### config.mk
export PLATFORM = sky130hd
export DESIGN_NAME = tcs_queue
export DESIGN_NICKNAME = d
export VERILOG_FILES = /design/src/hw/rtl/tcs_pkg.sv /design/src/hw/rtl/tcs_queue.sv
export SDC_FILE = /design/constraint.sdc
export NUM_CORES = 1
export LEC_CHECK = 0
export ABC_CLOCK_PERIOD_IN_PS = 2150
export BUFFER_PORTS_ARGS = -buffer_cell sky130_fd_sc_hd__buf_2
export CAP_MARGIN = 20
export CORE_MARGIN = 4
export CORE_UTILIZATION = 43
export CTS_CLUSTER_DIAMETER = 120
export CTS_CLUSTER_SIZE = 25
export DETAILED_ROUTE_END_ITERATION = 12
export PLACE_DENSITY = 0.69
export SYNTH_ARGS = -nofsm -noshare
export SYNTH_HDL_FRONTEND = slang
export SYNTH_SLANG_ARGS = --single-unit
### constraint.sdc
create_clock -name clk -period 2.15 [get_ports clk]
set_input_delay 0.215 -clock clk [delete_from_list [all_inputs] [get_ports clk]]
set_output_delay 0.215 -clock clk [all_outputs]
set_load 0.05 [all_outputs]
### src/hw/rtl/tcs_pkg.sv
package tcs_pkg;

	// Field widths that the interface fixes.
	localparam int POS_W  = 10;
	localparam int IPOS_W = 9;
	localparam int SW     = 11;
	localparam int DIM_W  = 9;
	localparam int CELL_W = 24;

	// Defaults for the store geometry.
	localparam int DEF_MAX_COLUMNS = 128;
	localparam int DEF_MAX_ROWS    = 64;

	// Depth of the command queue between front and back.
	localparam int QUEUE_DEPTH = 2;

	localparam logic [7:0] SPACE_CODE = 8'h20;

	// Register reset values.
	localparam logic [7:0] COLUMNS_RESET = 8'd80;
	localparam logic [6:0] ROWS_RESET    = 7'd30;
	localparam logic [7:0] FORE_RESET    = 8'd212;
	localparam logic [7:0] BACK_RESET    = 8'd192;

	// Register indexes.
	localparam logic [1:0] REG_COLUMNS = 2'd0;
	localparam logic [1:0] REG_ROWS    = 2'd1;
	localparam logic [1:0] REG_FORE    = 2'd2;
	localparam logic [1:0] REG_BACK    = 2'd3;

	// Operation codes on the request port.
	localparam logic [3:0] OP_WRITE     = 4'd0;
	localparam logic [3:0] OP_LEFT      = 4'd1;
	localparam logic [3:0] OP_RIGHT     = 4'd2;
	localparam logic [3:0] OP_DOWN      = 4'd3;
	localparam logic [3:0] OP_UP        = 4'd4;
	localparam logic [3:0] OP_HOME      = 4'd5;
	localparam logic [3:0] OP_LINESTART = 4'd6;
	localparam logic [3:0] OP_BACKSPACE = 4'd7;
	localparam logic [3:0] OP_CLEAR     = 4'd8;
	localparam logic [3:0] OP_SETPOS    = 4'd9;
	localparam logic [3:0] OP_READ      = 4'd10;

	typedef enum logic [3:0] {
		CMD_WRITE,
		CMD_LEFT,
		CMD_RIGHT,
		CMD_DOWN,
		CMD_UP,
		CMD_HOME,
		CMD_LINESTART,
		CMD_BACKSPACE,
		CMD_CLEAR,
		CMD_SETPOS,
		CMD_READ,
		CMD_NOP
	} cmd_t;

	typedef struct packed {
		cmd_t              cmd;
		logic              scroll;
		logic [7:0]        ch;
		logic [IPOS_W-1:0] pc;
		logic [IPOS_W-1:0] pr;
	} item_t;

	// Effective screen geometry and colours.
	typedef struct packed {
		logic [DIM_W-1:0] cols;
		logic [DIM_W-1:0] rows;
		logic [7:0]       fore;
		logic [7:0]       back;
	} cfg_t;

	typedef enum logic [2:0] {
		ST_INIT,
		ST_IDLE,
		ST_CHECK,
		ST_WALK,
		ST_DRAIN,
		ST_EXEC,
		ST_LOOK,
		ST_RESP
	} state_t;

endpackage

### src/hw/rtl/tcs_queue.sv
module tcs_queue import tcs_pkg::*; (
	input  logic  clk,
	input  logic  arst_n,
	input  logic  push,
	input  item_t push_item,
	input  logic  pop,
	output item_t pop_item,
	output logic  full,
	output logic  empty
);

	localparam int PW = (QUEUE_DEPTH > 1) ? $clog2(QUEUE_DEPTH) : 1;
	localparam int NW = $clog2(QUEUE_DEPTH + 1);

	item_t         slot_q [QUEUE_DEPTH];
	logic [PW-1:0] wptr_q;
	logic [PW-1:0] rptr_q;
	logic [NW-1:0] count_q;

	assign full     = (count_q == NW'(QUEUE_DEPTH));
	assign empty    = (count_q == '0);
	assign pop_item = slot_q[rptr_q];

	// Pointer and fill level.
	always_ff @(posedge clk or negedge arst_n) begin
		if (!arst_n) begin
			wptr_q  <= '0;
			rptr_q  <= '0;
			count_q <= '0;
		end else begin
			if (push) begin
				wptr_q <= (wptr_q == PW'(QUEUE_DEPTH - 1)) ? '0 : wptr_q + 1'b1;
			end
			if (pop) begin
				rptr_q <= (rptr_q == PW'(QUEUE_DEPTH - 1)) ? '0 : rptr_q + 1'b1;
			end
			if (push && !pop) begin
				count_q <= count_q + 1'b1;
			end else if (pop && !push) begin
				count_q <= count_q - 1'b1;
			end
		end
	end

	// Entry storage.
	always_ff @(posedge clk) begin
		if (push) begin
			slot_q[wptr_q] <= push_item;
		end
	end

endmodule

==> metrics <==
DRT Pass-1 Iters=2; max_slew headroom=0.699; fin crit share=0.893; RSZ-0062 raised after global routing=false; Final Cell Area=3220 um^2; Setup Buffers After CTS=0; Synth area leader=edfxtp_1; routed len/inst=15.1 um; Yosys warning count=0; number of distinct library cells after synthesis=13; power density over the cells=around 1600 nW/um^2; vias after detailed routing=1244; Hold Startpoint=push_item[1]; Remaining DRCs=0; Final TNS setup=0 ns; pin count of the biggest net entering global routing=19; Cells after Synth=113; CP required=slightly below 2 ns; post-synth net total=between 100 and 150; Iteration-0 DRC Markers=49; commonest non-fill, non-tap cell in the layout=buf_2; CTS clk-pin slew, worst paths=0.07 ns; Starting Density=0.454; clock sinks=66; fin crit period=roughly 1.9 ns; Max-cap violations=0; main area contributors after synthesis=edfxtp_1 72%, mux2_4 17%, dfrtp_1 3.9%; critical path startpoint=rptr_q; crit-path max FO=10; Placed Area=3000 um^2; vias in the first global route=1377; ANT nets after route=0; Diodes inserted=0; top-area cell type share of the netlist area=0.722; Top-Level Pins=around 70; clk buf depth=2; hold crit path type=in -> reg; first-pass GRT wire length=about 6.5 mm; share of cells above drive strength 1=0.601; Die Height=roughly 85 um; gr usage total=0.120; most frequent cells in the layout=67 x buf_2, 62 x edfxtp_1, 29 x mux2_4; CTS tree=built; critical setup path kind=reg -> out; initial antenna violation count=0; Final Hold Viols=0; total gr overflow=0; Post-Route Utilization=0.568; outcome=completed; Max Fclk=521 MHz; Num CTS Buffers=9; nets=229; worst slew pin tran=0.450 ns; drt total wl=about 4.1 mm; core box area=about 5700 um^2; DP HPWL=between 2 and 3 mm; worst vdd ir=around 0.00086 V; CTS H-tree depth=3; Mapped Area=roughly 2600 um^2; # setup viols final=0; Critical Path AT=about 1.7 ns; Final Wtd Congestion=0.665; syn avg cell area=22.8 um^2; Syn-to-layout area delta=25.0%; register area share after synthesis=0.761; fin. max-slew vios=0; clock root cell=clkbuf_8; RR Startpoint=wptr_q; critical path capture point type=output pin; die width=85.4 um; Synth Register Bits=66; via/cell ratio=4.61; Worst setup SP type=flip-flop; number of I/O port buffers=67; P_leak=1.33 nW; DIE AREA=7300 um^2; Skew-Pair Late Insertion Delay=0.32 ns; Worst Skew=0.00383 ns; row count=27
-- per-stage QoR --
| step | cells | hold slack, ns | power [mW] | setup slack, ns |
|---|---|---|---|---|
| after global placement | 253 | 0.0245 | 3.99 | 0.600 |
| final | 270 | 0.0757 | 5.03 | 0.231 |
| after global routing | 270 | 0.0549 | 5.26 | 0.147 |
| after detailed placement | 253 | 0.0307 | 4.03 | 0.556 |
| after floorplan | 113 | -0.0806 | 3.68 | 0.514 |
| after CTS | 270 | 0.0598 | 5.10 | 0.197 |
-- worst max-delay path, stage by stage (launching register included) --
cell and delay [ns]:
dfrtp_2 0.56, buf_4 0.29, mux2_4 0.32, buf_2 0.21
-- where the power goes --
| group | switching, mW | total [mW] | internal [mW] |
|---|---|---|---|
| Combinational | 1.40 | 2.12 | 0.722 |
| Clock | 0.420 | 1.06 | 0.645 |
| Sequential | 0.134 | 1.85 | 1.71 |
-- cell families (layout without fill, tap and decap cells) --
logic type                 count (synthesis)  count (layout)  synth area share
adders and majority gates                  1               1           0.00485
muxes                                     31              31             0.178
DFF                                       66              66             0.761
xor gates and xnor gates                   5               5            0.0170
buffers and inverters                      5              90            0.0291
and+or+nand+nor                            5               5            0.0102
-- layout make-up --
| cell class | count | area, um^2 |
|---|---|---|
| repair buffers | 73 | 408 |
| multi-input cells | 42 | 548 |
| clock inverters | 6 | 81.3 |
| clock buffers | 10 | 128 |
| inverters | 1 | 3.75 |
| well taps | 72 | 90.1 |
| fillers | 447 | 2450 |
| flip-flops and latches | 66 | 1960 |
-- flip-flops by register name, summed over array words and instances (netlist names) --
register	flops
wptr_q	1
slot_q	62
count_q	2
rptr_q	1
-- repair_timing --
action	4_1_cts	5_1_grt
endpoints found under the hold margin	4	0
hold buffers	1	0
gates resized for setup	0	0
endpoints found under the setup margin	0	0
-- layer usage --
layer  wire [um]  vias to the layer above  share of wire  track usage
met5           0                        -              0            0
met4          57                        0          0.014       0.0518
met3         285                        9          0.070       0.0466
met2        2100                       41           0.51        0.203
met1        1650                      600           0.40        0.133
li1            -                      594              -            -
-- final timing paths --
path,slack [ns],to,depth (start not counted)
worst min register to register,0.49,count_q[1],1
worst max register to register,0.80,slot_q[0][28],2
min in group asynchronous,0.23,count_q[0],2
worst max-delay path,0.23,pop_item[16],3
worst min-delay path,0.08,slot_q[1][1],1
max in group asynchronous,1.78,rptr_q,2
-- cell usage after synthesis, drive strengths merged --
cell / instances
nor2: 2
inv: 1
nor2b: 2
ha: 1
and2: 1
dfrtp: 4
mux2: 31
xor2: 4
edfxtp: 62
xnor2: 1
buf: 4
Note: power is estimated with default switching activity, not from simulation.
