[src/hw/rtl/tcs_pkg.sv]
package tcs_pkg;

	// Field widths that the interface fixes.
	localparam int POS_W  = 10;
	localparam int IPOS_W = 9;
	localparam int SW     = 11;
	localparam int DIM_W  = 9;
	localparam int CELL_W = 24;

	// Defaults for the store geometry.
	localparam int DEF_MAX_COLUMNS = 128;
	localparam int DEF_MAX_ROWS    = 64;

	// Depth of the command queue between front and back.
	localparam int QUEUE_DEPTH = 2;

	localparam logic [7:0] SPACE_CODE = 8'h20;

	// Register reset values.
	localparam logic [7:0] COLUMNS_RESET = 8'd80;
	localparam logic [6:0] ROWS_RESET    = 7'd30;
	localparam logic [7:0] FORE_RESET    = 8'd212;
	localparam logic [7:0] BACK_RESET    = 8'd192;

	// Register indexes.
	localparam logic [1:0] REG_COLUMNS = 2'd0;
	localparam logic [1:0] REG_ROWS    = 2'd1;
	localparam logic [1:0] REG_FORE    = 2'd2;
	localparam logic [1:0] REG_BACK    = 2'd3;

	// Operation codes on the request port.
	localparam logic [3:0] OP_WRITE     = 4'd0;
	localparam logic [3:0] OP_LEFT      = 4'd1;
	localparam logic [3:0] OP_RIGHT     = 4'd2;
	localparam logic [3:0] OP_DOWN      = 4'd3;
	localparam logic [3:0] OP_UP        = 4'd4;
	localparam logic [3:0] OP_HOME      = 4'd5;
	localparam logic [3:0] OP_LINESTART = 4'd6;
	localparam logic [3:0] OP_BACKSPACE = 4'd7;
	localparam logic [3:0] OP_CLEAR     = 4'd8;
	localparam logic [3:0] OP_SETPOS    = 4'd9;
	localparam logic [3:0] OP_READ      = 4'd10;

	typedef enum logic [3:0] {
		CMD_WRITE,
		CMD_LEFT,
		CMD_RIGHT,
		CMD_DOWN,
		CMD_UP,
		CMD_HOME,
		CMD_LINESTART,
		CMD_BACKSPACE,
		CMD_CLEAR,
		CMD_SETPOS,
		CMD_READ,
		CMD_NOP
	} cmd_t;

	typedef struct packed {
		cmd_t              cmd;
		logic              scroll;
		logic [7:0]        ch;
		logic [IPOS_W-1:0] pc;
		logic [IPOS_W-1:0] pr;
	} item_t;

	// Effective screen geometry and colours.
	typedef struct packed {
		logic [DIM_W-1:0] cols;
		logic [DIM_W-1:0] rows;
		logic [7:0]       fore;
		logic [7:0]       back;
	} cfg_t;

	typedef enum logic [2:0] {
		ST_INIT,
		ST_IDLE,
		ST_CHECK,
		ST_WALK,
		ST_DRAIN,
		ST_EXEC,
		ST_LOOK,
		ST_RESP
	} state_t;

endpackage

[src/hw/rtl/tcs_front.sv]
module tcs_front import tcs_pkg::*; #(
	parameter int MAX_COLUMNS = DEF_MAX_COLUMNS,
	parameter int MAX_ROWS    = DEF_MAX_ROWS
) (
	input  logic              clk,
	input  logic              arst_n,
	input  logic              in_valid,
	output logic              in_ready,
	input  logic [3:0]        op,
	input  logic [7:0]        char_code,
	input  logic [IPOS_W-1:0] pos_column,
	input  logic [IPOS_W-1:0] pos_row,
	input  logic              cfg_wr_en,
	input  logic [1:0]        cfg_index,
	input  logic [7:0]        cfg_data,
	input  logic              q_full,
	input  logic              init_busy,
	output logic              q_push,
	output item_t             q_item,
	output cfg_t              cfg
);

	logic [7:0] cols_q;
	logic [6:0] rows_q;
	logic [7:0] fore_q;
	logic [7:0] back_q;

	// Configuration registers.
	always_ff @(posedge clk or negedge arst_n) begin
		if (!arst_n) begin
			cols_q <= COLUMNS_RESET;
			rows_q <= ROWS_RESET;
			fore_q <= FORE_RESET;
			back_q <= BACK_RESET;
		end else if (cfg_wr_en) begin
			unique case (cfg_index)
				REG_COLUMNS: cols_q <= cfg_data;
				REG_ROWS:    rows_q <= cfg_data[6:0];
				REG_FORE:    fore_q <= cfg_data;
				REG_BACK:    back_q <= cfg_data;
			endcase
		end
	end

	// Clamp the screen size into the store.
	always_comb begin
		cfg.fore = fore_q;
		cfg.back = back_q;
		if (cols_q == 8'd0) begin
			cfg.cols = DIM_W'(1);
		end else if (DIM_W'(cols_q) > DIM_W'(MAX_COLUMNS)) begin
			cfg.cols = DIM_W'(MAX_COLUMNS);
		end else begin
			cfg.cols = DIM_W'(cols_q);
		end
		if (rows_q == 7'd0) begin
			cfg.rows = DIM_W'(1);
		end else if (DIM_W'(rows_q) > DIM_W'(MAX_ROWS)) begin
			cfg.rows = DIM_W'(MAX_ROWS);
		end else begin
			cfg.rows = DIM_W'(rows_q);
		end
	end

	// Accept a request and classify its operation.
	assign in_ready = !q_full && !init_busy;
	assign q_push   = in_valid && in_ready;

	always_comb begin
		q_item.ch = char_code;
		q_item.pc = pos_column;
		q_item.pr = pos_row;
		unique case (op)
			OP_WRITE:     q_item.cmd = CMD_WRITE;
			OP_LEFT:      q_item.cmd = CMD_LEFT;
			OP_RIGHT:     q_item.cmd = CMD_RIGHT;
			OP_DOWN:      q_item.cmd = CMD_DOWN;
			OP_UP:        q_item.cmd = CMD_UP;
			OP_HOME:      q_item.cmd = CMD_HOME;
			OP_LINESTART: q_item.cmd = CMD_LINESTART;
			OP_BACKSPACE: q_item.cmd = CMD_BACKSPACE;
			OP_CLEAR:     q_item.cmd = CMD_CLEAR;
			OP_SETPOS:    q_item.cmd = CMD_SETPOS;
			OP_READ:      q_item.cmd = CMD_READ;
			default:      q_item.cmd = CMD_NOP;
		endcase
		// Cursor commands first bring the cursor back into view.
		q_item.scroll = (op <= OP_BACKSPACE);
	end

endmodule

[config.mk]
export PLATFORM = sky130hd
export DESIGN_NAME = tcs_front
export DESIGN_NICKNAME = d
export VERILOG_FILES = /design/src/hw/rtl/tcs_pkg.sv /design/src/hw/rtl/tcs_front.sv
export SDC_FILE = /design/constraint.sdc
export NUM_CORES = 1
export LEC_CHECK = 0
export ABC_AREA = 1
export ABC_CLOCK_PERIOD_IN_PS = 1300
export BUFFER_PORTS_ARGS = -buffer_cell sky130_fd_sc_hd__buf_2
export CAP_MARGIN = 0
export CORE_UTILIZATION = 41
export DETAILED_ROUTE_END_ITERATION = 8
export GPL_TIMING_DRIVEN = 0
export PLACE_DENSITY = 0.89
export SYNTH_ARGS = -nofsm -noshare
export SYNTH_HDL_FRONTEND = slang
export SYNTH_SLANG_ARGS = --single-unit
[constraint.sdc]
create_clock -name clk -period 1.3 [get_ports clk]
set_input_delay 0.13 -clock clk [delete_from_list [all_inputs] [get_ports clk]]
set_output_delay 0.13 -clock clk [all_outputs]
set_load 0.02 [all_outputs]
==> out/qor.csv <==
stage,metric,value,unit
worst_setup_path,RR Startpoint,rows_q[4],
power_and_ir_drop,pwr dens,1406,nW/um^2
final_layout,Final nets,350,
logic_synthesis,"Distinct cells, synth",15,
worst_setup_path,Crit. End Element,output port,
placement,Cells after DPL,329,
sta,worst slew pin tran,0.6668,ns
cts,clk slew on worst S/H paths,0.06,ns
power_and_ir_drop,Peak VDD IR,0.001282,V
floorplan,Starting Density,43.20,%
global_routing,GRT Total Usage,19.65,%
logic_synthesis,Gate Count Post-Synth,196,
global_routing,gr ovfl total,0,
sta,slew margin rel.,55.55,%
global_routing,initial antenna violation count,0,
sta,Max Clk Rate,668.3,MHz
power_and_ir_drop,leakage,1.363,nW
sta,unrepaired setup endpoints after global routing,yes,
routing,Vias,1607,
cts,clock root buffer,clkbuf_8,
cts,Clock Tree Buf Depth,2,
routing,DR pass1 iterations,4,
cts,CTS sink cnt,31,
floorplan,Die ar.,4169,um^2
floorplan,Die H,64.57,um
worst_setup_path,CP Class,flop to output port,
cts,htree depth,2,
sta,Tmin final,1.496,ns
worst_setup_path,Crit path required time,1.17,ns
final_layout,Non-Filler Instances,353,
floorplan,IO Count,113,
global_routing,vias in the first global route,1325,
sta,hold_ws,0.1341,ns
sta,final setup fails,11,
global_routing,largest net degree at the start of global routing,32,
worst_setup_path,worst reg2reg setup slack,0.32,ns
sta,skew final,0,ns
routing,Routed Antenna Nets,0,
global_routing,first-pass GRT wire length,6189,um
placement,RD Place Congestion,0.7422,
cts,CTS tree,built,
placement,IO Port Bufs,83,
worst_setup_path,Arrival @ worst endpoint,1.37,ns
sta,fin. max-slew vios,0,
final_layout,area delta synth->final,54.09,%
final_layout,layout cells sized above 1,57.38,%
routing,WL per Instance,11.76,um
status,status,"complete, but fails checks",
final_layout,Final Util,66.57,%
routing,Vias/cell,4.552,
floorplan,# rows,22,
min_path,HP Class,input pin to flop,
logic_synthesis,Syn. warnings,0,
floorplan,Std-Cell Core Area,3716,um^2
routing,initial DRC count,51,
worst_setup_path,worst-path fanout max,5,
routing,Routed WL,4152,um
logic_synthesis,Mapped Area,1605,um^2
sta,period utilisation layout,115.1,%
placement,dpl ws,0.02568,ns
cts,CTS Buf Count,5,
cts,latest clock arrival within the worst-skew pair,0.28,ns
floorplan,Die W,64.57,um
min_path,HP Start,cfg_data[7],
logic_synthesis,Mapped Avg Cell Area,8.190,um^2
worst_setup_path,crit start category,flop,
sta,setup TNS,-1.601,ns
logic_synthesis,Seq cells post-synth,31,
job,max_cap viols,0,
sta,final hold violations,0,
routing,DRC viols,0,
worst_setup_path,crit path from,cols_q[2],
placement,post-DP HPWL,2856,um
status,failing checks,setup timing,
final_layout,n_diodes,0,
logic_synthesis,post-synthesis sequential area ratio,49.26,%
sta,final worst setup slack,-0.1964,ns
==> state kept, by name (all words and copies together), names as in the netlist <==
| name | flops |
|---|---|
| rows_q | 7 |
| back_q | 8 |
| fore_q | 8 |
| cols_q | 8 |
==> worst max-delay path: stages, from the launching register on <==
cell,delay [ns]
dfrtp_1,0.40
nor2_1,0.13
nand2_1,0.09
nor2_2,0.16
nor2_4,0.06
nor2_1,0.10
buf_4,0.15
==> cell usage after synthesis, drive strengths merged <==
library cell	instances	area, um^2
o21bai	2	15.01
dfrtp	19	475.5
nand2	37	138.9
dfstp	12	315.3
inv	25	93.84
o21ai	31	155.2
buf	34	264.0
nand3	6	30.03
clkbuf	2	7.510
conb	1	3.750
nor3b	1	7.510
nor3	1	5.000
nor2	25	93.84
==> worst paths after layout <==
| check | end | cells after the start |
|---|---|---|
| setup reg to reg | rows_q[4] | 4 |
| hold / removal | back_q[7] | 3 |
| max in group asynchronous | rows_q[5] | 2 |
| hold reg to reg | fore_q[5] | 2 |
| min in group asynchronous | fore_q[1] | 2 |
| setup / recovery | cfg[29] | 6 |
==> placed cells by master, fill, tap and decap left out <==
master / instances
buf_2: 72
buf_4: 46
nand2_1: 34
o21ai_0: 31
inv_1: 21
dfrtp_1: 18
buf_6: 14
nor2_1: 12
dfstp_2: 12
nor2_2: 9
clkbuf_8: 6
nand3_1: 5
nor2_4: 4
inv_2: 3
nand2_2: 3
conb_1: 3
o21bai_1: 2
clkbuf_1: 2
nand3_2: 1
inv_4: 1
nor3_2: 1
nor3b_1: 1
bufinv_16: 1
clkinv_2: 1
dlygate4sd3_1: 1
dfrtp_2: 1
==> routing by layer <==
metal	global-route usage, %	share of wire (%)	vias up
met3	4.930	7.8	8
li1	-	-	781
met5	0	0	-
met2	34.21	52	86
met4	6.667	1.6	0
met1	23.48	39	732
==> power breakdown <==
part	leakage [nW]	internal, mW	switching (mW)	total (mW)
registers	0.362	1.16	0.131	1.30
clock network	0.0612	0.619	0.342	0.961
logic	0.940	0.541	0.681	1.22
==> cell type report <==
cell class | count | area (um^2)
plain buffers | 36 | 271.5
clock buffers | 6 | 82.58
clock inverters | 2 | 35.03
fillers | 322 | 1242
inverters | 25 | 96.34
multi-input cells | 106 | 526.8
flip-flops and latches | 31 | 792.0
well taps | 48 | 60.06
repair buffers | 99 | 609.3
==> stage by stage <==
stage	instance area (um^2)	power [mW]
2_1_floorplan	1613	1.895
3_3_place_gp	2088	2.201
3_5_place_dp	2088	2.227
4_1_cts	2301	3.279
5_1_grt	2474	3.660
6_report	2474	3.479
==> cell families (layout without fill, tap and decap cells) <==
kind of cell,Yosys count,after routing,share of synthesized area (%)
and+or+nand+nor,70,70,17.15
AOI/OAI and AO/OA,33,33,10.60
DFF,31,31,49.26
other,1,3,0.2336
buffers and inverters,61,168,22.76
==> what timing repair did <==
| action | in CTS | in global routing |
|---|---|---|
| hold endpoints to repair | 19 | 0 |
| hold buffers | 1 | 0 |
| resized for setup | 12 | 39 |
| buffers inserted | 8 | 7 |
| pin swaps | 2 | 12 |
| endpoints found under the setup margin | 9 | 12 |
(Power assumes the default switching activity.)
